==> src/hdl/svpd_pkg.sv <==
// shared types, codes and constants for the stepper valve position drive
// no dependencies; imported by stepper_valve_position_drive
`timescale 1ns / 1ps
`default_nettype none

package svpd_pkg;

  typedef enum logic [1:0] {
    OP_TICK   = 2'd0,
    OP_MOVE   = 2'd1,
    OP_PRESET = 2'd2
  } op_t;

  typedef enum logic [1:0] {
    REG_ENABLED       = 2'd0,
    REG_NORMAL_OPEN   = 2'd1,
    REG_STEP_INTERVAL = 2'd2,
    REG_OPEN_OVERRUN  = 2'd3
  } cfg_reg_t;

  localparam int unsigned CFG_DATA_W = 8;
  localparam int unsigned POS_W      = 16;

  localparam logic [7:0]       STEP_MAX         = 8'd205;
  localparam logic [7:0]       STEP_MIN         = 8'd20;
  localparam logic [POS_W-1:0] HOME_PULSES      = 16'd780;
  localparam logic [POS_W-1:0] HALL_MARGIN      = 16'd40;
  localparam logic [POS_W-1:0] OVERRUN_CAP      = 16'd300;
  localparam logic [7:0]       STEP_INTERVAL_RST = 8'd15;

  // 1-2 phase (half step) coil pattern: bit0 X1, bit1 X2, bit2 Y1, bit3 Y2
  function automatic logic [3:0] half_step_coils(input logic [2:0] phase);
    logic [3:0] c;
    case (phase)
      3'd0:    c = 4'h5;
      3'd1:    c = 4'h4;
      3'd2:    c = 4'h6;
      3'd3:    c = 4'h2;
      3'd4:    c = 4'hA;
      3'd5:    c = 4'h8;
      3'd6:    c = 4'h9;
      default: c = 4'h1;
    endcase
    return c;
  endfunction

  // step count times 26 pulses, by shifts and adds
  function automatic logic [POS_W-1:0] steps_to_pulses(input logic [7:0] steps);
    logic [POS_W-1:0] s;
    s = {8'd0, steps};
    return (s << 4) + (s << 3) + (s << 1);
  endfunction

endpackage

`default_nettype wire

==> src/hdl/stepper_valve_position_drive.sv <==
// half-step stepper valve position drive: top level
// depends on svpd_pkg for op codes, register indexes, constants and the coil table
`timescale 1ns / 1ps
`default_nettype none

// Positions a valve stepper in half steps. Items are ticks, move commands and
// position presets; each item gives exactly one result (coils, position, running,
// command_taken). One item is taken every clock cycle when the output side keeps
// up: an item lands in the input register, its whole state update is worked out
// in one pass of logic, and the result register is loaded from it once the
// result register is free or is being emptied. Configuration registers are
// written through cfg_write/cfg_index/cfg_data and should only change while no
// item is in flight.
module stepper_valve_position_drive (
  input  wire logic                              clk,
  input  wire logic                              rst,
  // configuration
  input  wire logic                              cfg_write,
  input  wire logic [1:0]                        cfg_index,
  input  wire logic [svpd_pkg::CFG_DATA_W-1:0]   cfg_data,
  // input channel
  input  wire logic                              in_valid,
  output      logic                              in_stall,
  input  wire logic [1:0]                        op,
  input  wire logic [7:0]                        step_command,
  input  wire logic [svpd_pkg::POS_W-1:0]        preset_value,
  input  wire logic                              hall_active,
  // output channel
  output      logic                              out_valid,
  input  wire logic                              out_stall,
  output      logic [3:0]                        coils,
  output      logic [svpd_pkg::POS_W-1:0]        position,
  output      logic                              running,
  output      logic                              command_taken
);

  import svpd_pkg::*;

  // configuration registers
  logic       enabled;
  logic       normal_open;
  logic [7:0] step_interval;
  logic [7:0] open_overrun;

  // input register
  logic             item_valid;
  logic [1:0]       item_op;
  logic [7:0]       item_step;
  logic [POS_W-1:0] item_preset;
  logic             item_hall;

  // drive state
  logic [POS_W-1:0] cur_position,        cur_position_next;
  logic [POS_W-1:0] target_position,     target_position_next;
  logic [POS_W-1:0] close_overrun_count, close_overrun_count_next;
  logic [7:0]       pending_backoff,     pending_backoff_next;
  logic [POS_W-1:0] overrun_limit,       overrun_limit_next;
  logic [POS_W-1:0] origin_position,     origin_position_next;
  logic             seen_origin,         seen_origin_next;
  logic [2:0]       coil_phase,          coil_phase_next;
  logic             busy,                busy_next;
  logic [7:0]       tick_countdown,      tick_countdown_next;
  logic [3:0]       coil_state,          coil_state_next;
  logic             taken_next;

  logic advance;
  logic in_take;

  logic [7:0]       req_clamped;
  logic [POS_W-1:0] goal;
  logic [POS_W-1:0] teach_lim;
  logic [POS_W-1:0] pos_dec;

  // result register is free, or its transfer happens this edge
  assign advance  = item_valid && (!out_valid || !out_stall);
  assign in_stall = item_valid && !advance;
  assign in_take  = in_valid && !in_stall;

  always_comb begin
    if (item_step > STEP_MAX) begin
      req_clamped = STEP_MAX;
    end else if (item_step < STEP_MIN) begin
      req_clamped = 8'd0;
    end else begin
      req_clamped = item_step;
    end
    goal      = steps_to_pulses(req_clamped);
    teach_lim = origin_position - HALL_MARGIN;
    pos_dec   = cur_position - 16'd1;
  end

  always_comb begin
    cur_position_next        = cur_position;
    target_position_next     = target_position;
    close_overrun_count_next = close_overrun_count;
    pending_backoff_next     = pending_backoff;
    overrun_limit_next       = overrun_limit;
    origin_position_next     = origin_position;
    seen_origin_next         = seen_origin;
    coil_phase_next          = coil_phase;
    busy_next                = busy;
    tick_countdown_next      = tick_countdown;
    coil_state_next          = coil_state;
    taken_next               = 1'b0;

    unique case (item_op)
      OP_TICK: begin
        if (tick_countdown != 8'd0) begin
          tick_countdown_next = tick_countdown - 8'd1;
        end else if (enabled) begin
          tick_countdown_next = step_interval;
          if (!busy) begin
            coil_state_next = 4'h0;
          end else if (target_position > cur_position) begin
            // opening half step, teach the overrun limit from the hall sensor
            cur_position_next = cur_position + 16'd1;
            coil_phase_next   = normal_open ? coil_phase - 3'd1 : coil_phase + 3'd1;
            coil_state_next   = half_step_coils(coil_phase_next);
            if (item_hall) begin
              origin_position_next = cur_position + 16'd1;
              seen_origin_next     = 1'b1;
            end else if (seen_origin) begin
              overrun_limit_next = (teach_lim > OVERRUN_CAP) ? OVERRUN_CAP : teach_lim;
            end
          end else if (target_position < cur_position) begin
            if (item_hall && (close_overrun_count >= overrun_limit)) begin
              close_overrun_count_next = '0;
              cur_position_next        = '0;
              target_position_next     = '0;
              coil_state_next          = 4'h0;
              busy_next                = 1'b0;
            end else begin
              if (item_hall) begin
                close_overrun_count_next = close_overrun_count + 16'd1;
              end
              cur_position_next = pos_dec;
              coil_phase_next   = normal_open ? coil_phase + 3'd1 : coil_phase - 3'd1;
              if (pos_dec == '0) begin
                close_overrun_count_next = '0;
                target_position_next     = '0;
                coil_state_next          = 4'h0;
                busy_next                = 1'b0;
              end else begin
                coil_state_next = half_step_coils(coil_phase_next);
              end
            end
          end else if ((target_position != '0) && (pending_backoff != 8'd0)) begin
            // overshoot done, back off to the real target
            target_position_next = target_position - {8'd0, pending_backoff};
            pending_backoff_next = 8'd0;
          end else begin
            close_overrun_count_next = '0;
            coil_state_next          = 4'h0;
            busy_next                = 1'b0;
          end
        end
      end
      OP_MOVE: begin
        if (!busy && (cur_position != goal)) begin
          taken_next          = 1'b1;
          busy_next           = 1'b1;
          tick_countdown_next = step_interval;
          if (goal == '0) begin
            // homing runs past the mechanical origin
            cur_position_next        = cur_position + HOME_PULSES;
            close_overrun_count_next = '0;
            target_position_next     = '0;
          end else if (cur_position >= goal) begin
            close_overrun_count_next = '0;
            pending_backoff_next     = 8'd0;
            target_position_next     = goal;
          end else begin
            pending_backoff_next = open_overrun;
            target_position_next = goal + {8'd0, open_overrun};
          end
        end
      end
      OP_PRESET: begin
        cur_position_next = item_preset;
      end
      default: begin
      end
    endcase
  end

  always_ff @(posedge clk) begin
    if (rst) begin
      enabled       <= 1'b1;
      normal_open   <= 1'b0;
      step_interval <= STEP_INTERVAL_RST;
      open_overrun  <= 8'd0;
    end else if (cfg_write) begin
      unique case (cfg_index)
        REG_ENABLED:       enabled       <= cfg_data[0];
        REG_NORMAL_OPEN:   normal_open   <= cfg_data[0];
        REG_STEP_INTERVAL: step_interval <= cfg_data;
        REG_OPEN_OVERRUN:  open_overrun  <= cfg_data;
        default: begin
        end
      endcase
    end
  end

  always_ff @(posedge clk) begin
    if (rst) begin
      item_valid <= 1'b0;
    end else if (in_take) begin
      item_valid <= 1'b1;
    end else if (advance) begin
      item_valid <= 1'b0;
    end
  end

  always_ff @(posedge clk) begin
    if (in_take) begin
      item_op     <= op;
      item_step   <= step_command;
      item_preset <= preset_value;
      item_hall   <= hall_active;
    end
  end

  always_ff @(posedge clk) begin
    if (rst) begin
      cur_position        <= '0;
      target_position     <= '0;
      close_overrun_count <= '0;
      pending_backoff     <= 8'd0;
      overrun_limit       <= OVERRUN_CAP;
      origin_position     <= '0;
      seen_origin         <= 1'b0;
      coil_phase          <= 3'd0;
      busy                <= 1'b0;
      tick_countdown      <= 8'd0;
      coil_state          <= 4'h0;
    end else if (advance) begin
      cur_position        <= cur_position_next;
      target_position     <= target_position_next;
      close_overrun_count <= close_overrun_count_next;
      pending_backoff     <= pending_backoff_next;
      overrun_limit       <= overrun_limit_next;
      origin_position     <= origin_position_next;
      seen_origin         <= seen_origin_next;
      coil_phase          <= coil_phase_next;
      busy                <= busy_next;
      tick_countdown      <= tick_countdown_next;
      coil_state          <= coil_state_next;
    end
  end

  always_ff @(posedge clk) begin
    if (rst) begin
      out_valid <= 1'b0;
    end else if (advance) begin
      out_valid <= 1'b1;
    end else if (!out_stall) begin
      out_valid <= 1'b0;
    end
  end

  always_ff @(posedge clk) begin
    if (advance) begin
      coils         <= coil_state_next;
      position      <= cur_position_next;
      running       <= busy_next;
      command_taken <= taken_next;
    end
  end

endmodule

`default_nettype wire

==> config.mk <==
export PLATFORM = sky130hd
export DESIGN_NAME = stepper_valve_position_drive
export DESIGN_NICKNAME = d
export VERILOG_FILES = /design/src/hdl/svpd_pkg.sv /design/src/hdl/stepper_valve_position_drive.sv
export SDC_FILE = /design/constraint.sdc
export NUM_CORES = 1
export LEC_CHECK = 0
export BUFFER_PORTS_ARGS = -buffer_cell sky130_fd_sc_hd__buf_2
export CELL_PAD_IN_SITES_DETAIL_PLACEMENT = 1
export CELL_PAD_IN_SITES_GLOBAL_PLACEMENT = 1
export CORE_MARGIN = 3
export CORE_UTILIZATION = 51
export DETAILED_ROUTE_END_ITERATION = 12
export PLACE_DENSITY_LB_ADDON = 0.2
export SYNTH_ARGS = -nofsm -noshare
export SYNTH_HDL_FRONTEND = slang
export SYNTH_SLANG_ARGS = --single-unit
export TNS_END_PERCENT = 30
==> constraint.sdc <==
create_clock -name clk -period 15.79 [get_ports clk]
set_input_delay 2.3685 -clock clk [delete_from_list [all_inputs] [get_ports clk]]
set_output_delay 2.3685 -clock clk [all_outputs]
set_load 0.1 [all_outputs]
# == Word-level counts from Yosys, hierarchy flattened ==
# Index checks and enable logic that the tools add are counted.
# totals
reg_bits,174
in_bits,42
out_inout_bits,24
word_cells,197
# op_classes
n_addsub,12
magnitude_cmp,7
n_eq_ne,34
mux,82
bitwise,2
n_reduce_logical,35
# ops
operator,n
16-bit 2-to-1 mux,30
8-bit 2-to-1 mux,14
16-bit case mux with 2 select lines,2
4-bit case mux with 7 select lines,2
16-bit case mux with 3 select lines,1
4-bit 2-to-1 mux,9
"16-bit by 1-bit adder with 16-bit output, second input constant",2
16-bit logical NOT,2
8-bit case mux with 2 select lines,2
15-bit 2-to-1 mux,2
10-bit AND reduction,2
"3-bit equality test, second input constant",6
"2-bit inequality test, second input constant",9
"16-bit by 10-bit adder with 16-bit output, second input constant",1
16-bit by 14-bit greater-or-equal comparator with 1-bit output,1
16-bit greater-or-equal comparator,1
16-bit > comparator,1
"16-bit by 9-bit > comparator with 1-bit output, second input constant",1
16-bit < comparator,1
16-bit by 14-bit inequality test with 1-bit output,1
16-bit nonzero test,1
8-bit nonzero test,2
"16-bit by 1-bit subtractor with 16-bit output, second input constant",1
"16-bit by 6-bit subtractor with 16-bit output, second input constant",1
32 further kinds,77

# == Depth between registers and ports, before layout ==
# Gate-level depths: netlist of the first run.
# depth
depth_word,12
ltp_mapped,24

# == Worst setup path after synthesis of the first run ==
# No wires, ideal clock.
# synth_timing
kind,input to output
from,input out_stall
to,output in_stall
arrival_time_ns,3.180
t_required_ns,13.422
setup_slack_ns,10.242
stages,1
n_path_buf,0
path_cell_list,and3_1
# synth_via
elab_chain_cells,5
# synth_rtl
item,line_no,source
start: declaration,stepper_valve_position_drive.sv:30,"input wire logic out_stall,"
1-bit logical NOT,--,
1-bit logical OR,stepper_valve_position_drive.sv:75,assign advance = item_valid && (!out_valid || !out_stall);
1-bit logical AND,stepper_valve_position_drive.sv:75,
1-bit logical NOT,stepper_valve_position_drive.sv:76,assign in_stall = item_valid && !advance;
1-bit logical AND,stepper_valve_position_drive.sv:76,
end: declaration,stepper_valve_position_drive.sv:23,"output logic in_stall,"
# No other way between the ends.

# == Final worst setup path of the first run ==
# layout_timing
from,register item_step[1]
to,register close_overrun_count[6]
# layout_via
elab_chain_cells,9
# layout_rtl
item,line_no,source
start: declaration,stepper_valve_position_drive.sv:48,logic [7:0] item_step;
start signal: assignment,stepper_valve_position_drive.sv:217,item_step <= step_command;
8-bit by 5-bit < comparator with 1-bit output,stepper_valve_position_drive.sv:82,end else if (item_step < STEP_MIN) begin
8-bit 2-to-1 mux,stepper_valve_position_drive.sv:82,
8-bit 2-to-1 mux (*),stepper_valve_position_drive.sv:80,if (item_step > STEP_MAX) begin
12-bit by 11-bit adder with 13-bit output,svpd_pkg.sv:51,return (s << 4) + (s << 3) + (s << 1);
13-bit by 9-bit adder with 14-bit output (*),svpd_pkg.sv:51,
"parallel branches: the longest is 4 deep, another holds 16-bit by 14-bit greater-or-equal comparator with 1-bit output",--,
end signal: assignment,stepper_valve_position_drive.sv:239,close_overrun_count <= close_overrun_count_next;
end: declaration,stepper_valve_position_drive.sv:55,"logic [POS_W-1:0] close_overrun_count, close_overrun_count_next;"
# Every way passes the cells marked *. The select of a mux whose other input is x is not followed.
# A chain may end at the register's enable or synchronous reset.

==> summary.md, run 1 <==
| Metric | Value |
|---|---|
| Run status | completed |
| CTS root buffer | clkbuf_16 |
| Yosys warns | 0 |
| CP Capture Type | flip-flop |
| Inst Count DP | 1703 |
| R2r worst-path depth | 20 |
| Crit path required time | 16.15 ns |
| Largest net degree at the start of global routing | 58 |
| Syn_area_per_cell | 8.327 sq um |
| Tmin final | 6.191 ns |
| Final GP Congestion | 0.9569 |
| Net count of the mapped netlist | 1540 |
| LEAKAGE | 5.071 nW |
| Routed WL | 39.46 mm |
| Port buffer count | 65 |
| Clock slew seen by the registers of the worst setup and hold paths | 0.08 ns |
| Placeable Area | 22230 sq um |
| CTS Buf Count | 17 |
| Worst skew pair latency | 0.44 ns |
| Die area | 24910 sq um |
| Pwr per Cell Area | 100.6 nW/um^2 |
| Die extent in y | 157.8 um |
| Post-synth EDFFs | 49 |
| Top_reg_cell synth | dfxtp_1 |
| Drt wl/cell | 22.74 um |
| Async SR Flop Fraction | 0% |
| DR vias | 11442 |
| Num ports | 66 |
| Area grow syn2layout | 9.280% |
| GR Overflow Total | 0 |
| DRT iter0 DRCs | 1071 |
| Clk buf depth | 2 |
| Sequential share of the synthesized area | 33.80% |
| Setup Fix Bufs, Post-CTS | 0 |
| HP Class | flip-flop to flip-flop |
| Row Count | 54 |
| ANT cells | 0 |
| Post-route DRC | 0 |
| Max cap viols | 0 |
| CTS resizes | 0 |
| Crit path DAT | 6.55 ns |
| Initial Util | 52.89% |
| TNS Setup | 0 ns |
| FILL cells | 2699 |
| Vias per inst | 6.595 |
| RSZ-0062 raised after global routing | no |
| Post-Layout Cell Count | 1735 |
| Max Clock Freq | 161.5 MHz |
| Final max-slew violation count | 0 |
| Drt pass-1 iters | 5 |
| Max IR drop VDD | 0.00006505 V |
| Largest fanout on the critical path | 17 |
| Hold path depth | 2 |
| Clock skew | 0.01504 ns |
| Post-synthesis instance total | 1412 |
| CTS Sinks | 174 |
| Most common cell after layout, fill and taps aside | nor2_1 |
| CP Class | flip-flop to flip-flop |
| Final Hold Vio Count | 0 |
| Die X | 157.8 um |
| Setup ws final | 9.599 ns |
| Slew headroom | 35.07% |
| Layout cells sized above 1 | 11.20% |
| Nets@finish | 1570 |
| Initial antenna violation count | 0 |
| # H-tree levels | 4 |
| Post-DP HPWL | 28.79 mm |
| Synth unique cells | 93 |
| Hold_buf cts | 0 |
| Crit start category | flip-flop |
| Global-route wire length before repair | 62.69 mm |
| Syn Std Cell Area | 11760 sq um |
| Synth Register Bits | 174 |
| Total track usage | 31.83% |
| Remaining antenna violation count | 0 |
| Worst slew pin tran | 0.9617 ns |
| Final setup vio count | 0 |
| Most frequent cells in the layout | 158 x nor2_1, 125 x dfxtp_1, 121 x nand2_1 |
| Final Cycle Share | 39.21% |
| CTS tree | done |
| Vias in the first global route | 11709 |
| Dpl ws | 9.664 ns |
path summary, 6_finish.rpt:
kind / slack, ns / start / endpoint
worst min register to register: 0.45 / overrun_limit[9] / overrun_limit[9]
worst max register to register: 9.60 / item_step[1] / close_overrun_count[6]
worst min-delay path: 0.45 / overrun_limit[9] / overrun_limit[9]
worst max-delay path: 9.60 / item_step[1] / close_overrun_count[6]
where the power goes:
part	internal [mW]	total [mW]	switching, mW
registers	0.475	0.493	0.0183
logic	0.124	0.381	0.257
clock network	0.220	0.418	0.198
flip-flops by register name, indices dropped and copies added, names as in the netlist, 16 cells and up:
register	cells
overrun_limit	16
position	16
item_preset	16
close_overrun_count	16
target_position	16
cur_position	16
origin_position	16
through the flow:
stage / hold slack, ns / utilization (%) / cell area (sq um) / power [mW]
6_report: 0.4521 / 57.80 / 12850 / 1.292
5_1_grt: 0.4727 / 57.80 / 12850 / 1.347
4_1_cts: 0.4574 / 57.80 / 12850 / 1.291
3_5_place_dp: 0.4463 / 55.25 / 12280 / 0.8734
3_3_place_gp: 0.4370 / 55.25 / 12280 / 0.8603
2_1_floorplan: 0.4279 / - / 11760 / 0.7712
layer usage:
layer	global-route usage [%]	routed length (um)	part of all wire, %	up-vias
li1	-	-	-	5254
met1	41.06	16700	42	5664
met2	53.25	18880	48	420
met3	5.823	2575	6.5	104
met4	12.02	1305	3.3	0
met5	0	0	0	-
final cells by class:
type,instances,area (sq um),area share [%]
flip-flops and latches,174,3974,30.93
clock inverters,11,95.09,0.7401
repair buffers,84,470.5,3.661
clock buffers,21,471.7,3.671
multi-input cells,1082,7176,55.85
inverters,83,311.5,2.425
well taps,280,350.3,2.727
Yosys cell counts (33+ instances only):
| master | instances | area, sq um |
|---|---|---|
| nand3_1 | 49 | 245.2 |
| a21oi_1 | 84 | 420.4 |
| clkbuf_1 | 59 | 221.5 |
| nor3_1 | 48 | 240.2 |
| inv_1 | 79 | 296.5 |
| a211oi_1 | 37 | 277.8 |
| edfxtp_1 | 49 | 1471 |
| ha_1 | 78 | 975.9 |
| nor2_1 | 158 | 593.1 |
| xnor2_1 | 33 | 289.0 |
| o21ai_0 | 90 | 450.4 |
| dfxtp_1 | 125 | 2502 |
| nand2_1 | 121 | 454.2 |
worst max-delay path, stage by stage (launching register included):
cell,delay (ns)
edfxtp_1,0.42
a311oi_1,0.30
nor2_1,0.15
nor2_1,0.31
inv_1,0.17
fa_1,0.53
inv_1,0.04
ha_1,0.22
fa_1,0.44
nand3_1,0.13
a21oi_1,0.08
or2_2,0.36
ha_1,0.24
a2111oi_0,0.40
a31oi_1,0.08
a32oi_1,0.22
o211a_1,0.20
and3_1,0.63
a221o_1,0.81
o21ai_0,0.22
a21oi_1,0.16
cells by family (layout without fill, tap and decap cells):
logic type	after synthesis	after routing	share of synthesized area (%)
AOI/OAI and AO/OA	398	398	23.34
xor gates and xnor gates	46	46	3.725
adders and majority gates	86	86	9.663
buffers and inverters	156	199	5.268
DFF	174	174	33.80
muxes	22	22	1.884
and+or+nand+nor	530	530	22.33
Power figures use the tool's default switching activity.
==> inputs of run 2 (changes only) <==
- CORE_UTILIZATION: 51 -> 47
- clock period: 15.79 -> 6.23 ns (I/O delays scaled with it)
==> run 2 against run 1 <==
Non-clock buffer count is 6 higher. Maximum frequency increased by 5.7%. Clock power grew to 2.6 times the previous value. Die area up 8.2%. Wire length is 1.3% higher. Setup slack got worse by 9.2 ns. Hold slack worse by 0.00076 ns. Design area is 0.93% higher. First-iteration DRC count is 1.7% lower. Critical path type unchanged. Critical endpoint is now position[12].
==> summary.md, run 2 (synthesis gave the netlist of run 1 again) <==
| Metric | Value |
|---|---|
| Run status | completed |
| Total track usage | 29.73% |
| Crit path required time | 6.40 ns |
| Final hold slack | 0.4513 ns |
| Final max-slew violation count | 0 |
| Initial antenna violation count | 0 |
| CTS resizes | 0 |
| Routed WL | 39.98 mm |
| Hold_buf cts | 0 |
| Most common cell after layout, fill and taps aside | nor2_1 |
| CTS Sinks | 174 |
| Final setup vio count | 0 |
| Crit path DAT | 6.03 ns |
| Port buffer count | 65 |
| Nets@finish | 1576 |
| CP Class | flip-flop to flip-flop |
| HP Class | flip-flop to flip-flop |
| ANT cells | 0 |
| CTS root buffer | clkbuf_16 |
| CP Capture Type | flip-flop |
| Die area | 26950 sq um |
| DRT iter0 DRCs | 1053 |
| # H-tree levels | 4 |
| Worst skew pair latency | 0.45 ns |
| Remaining antenna violation count | 0 |
| Post-route DRC | 0 |
| Initial Util | 48.06% |
| Post-DP HPWL | 29.39 mm |
| CTS tree | done |
| Switching part of the total | 37.42% |
| Row Count | 57 |
| Final Instance Area | 12970 sq um |
| Largest fanout on the critical path | 17 |
| Num ports | 66 |
| Tot Pwr | 3.311 mW |
| Drt wl/cell | 22.40 um |
| Clock power frac | 33.1% |
| Pint | 2.072 mW |
| Pwr per Cell Area | 255.3 nW/um^2 |
| Slew headroom | 29.25% |
| Final Hold Vio Count | 0 |
| Setup Fix Bufs, Post-CTS | 0 |
| Clock slew seen by the registers of the worst setup and hold paths | 0.08 ns |
| Most frequent cells in the layout | 157 x nor2_1, 125 x dfxtp_1, 121 x nand2_1 |
| Crit start category | flip-flop |
| GR Overflow Total | 0 |
| Max cap viols | 0 |
| Die extent in y | 164.2 um |
| Final Cycle Share | 94.01% |
| Multi-input gate area | 7183 sq um |
| Vias per inst | 6.346 |
| Clock skew | 0.01294 ns |
| Comb power frac | 29.2% |
| DR vias | 11328 |
| TNS Setup | 0 ns |
| CTS Buf Count | 17 |
| Tmin final | 5.857 ns |
| Worst slew pin tran | 1.061 ns |
| LEAKAGE | 5.118 nW |
| Final GP Congestion | 0.9559 |
| P_sw | 1.239 mW |
| Sequential share of power | 37.7% |
| Area grow syn2layout | 10.30% |
| Area after DPL | 12390 sq um |
| Max IR drop VDD | 0.0001364 V |
| Register area | 3974 sq um |
| Layout cells sized above 1 | 11.77% |
| Vias in the first global route | 11474 |
| Largest net degree at the start of global routing | 72 |
| Max Clock Freq | 170.7 MHz |
| Placeable Area | 24460 sq um |
| Global-route wire length before repair | 63.29 mm |
| FILL cells | 2987 |
| RSZ-0062 raised after global routing | no |
| Drt pass-1 iters | 5 |
| Die X | 164.2 um |
| Clk buf depth | 2 |
-- run 2: worst paths after layout --
kind	depth (start not counted)	slack, ns	start	to
max	22	0.37	item_step[6]	position[12]
min	2	0.45	overrun_limit[11]	overrun_limit[11]
max reg2reg	22	0.37	item_step[6]	position[12]
min reg2reg	2	0.45	overrun_limit[11]	overrun_limit[11]
-- run 2: routing by layer --
layer	wire length (um)	track usage (%)	share of wire (%)	vias up
met5	0	0	0	-
met4	1053	10.15	2.6	0
met3	2211	3.859	5.5	71
met2	19300	50.34	48	348
met1	17420	39.06	44	5639
li1	-	-	-	5270
-- run 2: layout make-up --
type | instances | share of cell area [%]
Timing Repair Buffer | 90 | 3.975
Inverter | 83 | 2.402
Tap cell | 324 | 3.126
Clock inverter | 14 | 1.081
Clock buffer | 18 | 3.386
Sequential cell | 174 | 30.64
Multi-Input combinational cell | 1082 | 55.39
-- run 2: per-stage QoR --
step	util, %	setup slack [ns]	instances
final	53.02	0.3730	1785
after global routing	53.02	0.04749	1785
after CTS	53.01	0.3538	1785
after detailed placement	50.64	0.4607	1753
after global placement	50.64	0.7041	1753
after floorplan	-	1.120	1412
-- run 2: power groups by stage --
| stage | Combinational (mW) | Sequential [mW] | Clock, mW |
|---|---|---|---|
| 3_3_place_gp | 0.922 | 1.27 | 0 |
| 3_5_place_dp | 0.948 | 1.27 | 0 |
| 6_report | 0.967 | 1.25 | 1.09 |
| 5_1_grt | 1.05 | 1.25 | 1.15 |
| 2_1_floorplan | 0.645 | 1.31 | 0 |
| 4_1_cts | 0.956 | 1.25 | 1.10 |
-- run 2: worst max-delay path, stage by stage, from the launching register on --
cell,delay [ns]
edfxtp_1,0.51
nor3_1,0.32
nand2_1,0.19
nand2_1,0.12
nor2_2,0.07
inv_1,0.18
fa_1,0.45
inv_1,0.12
ha_1,0.24
a211o_1,0.38
a211oi_1,0.30
o21ai_0,0.16
nor2b_1,0.21
ha_1,0.34
nand4_1,0.19
o41ai_4,0.40
buf_4,0.22
nor3_2,0.06
buf_4,0.20
o21ai_2,0.14
mux2_2,0.38
a211oi_1,0.33
a21oi_1,0.07
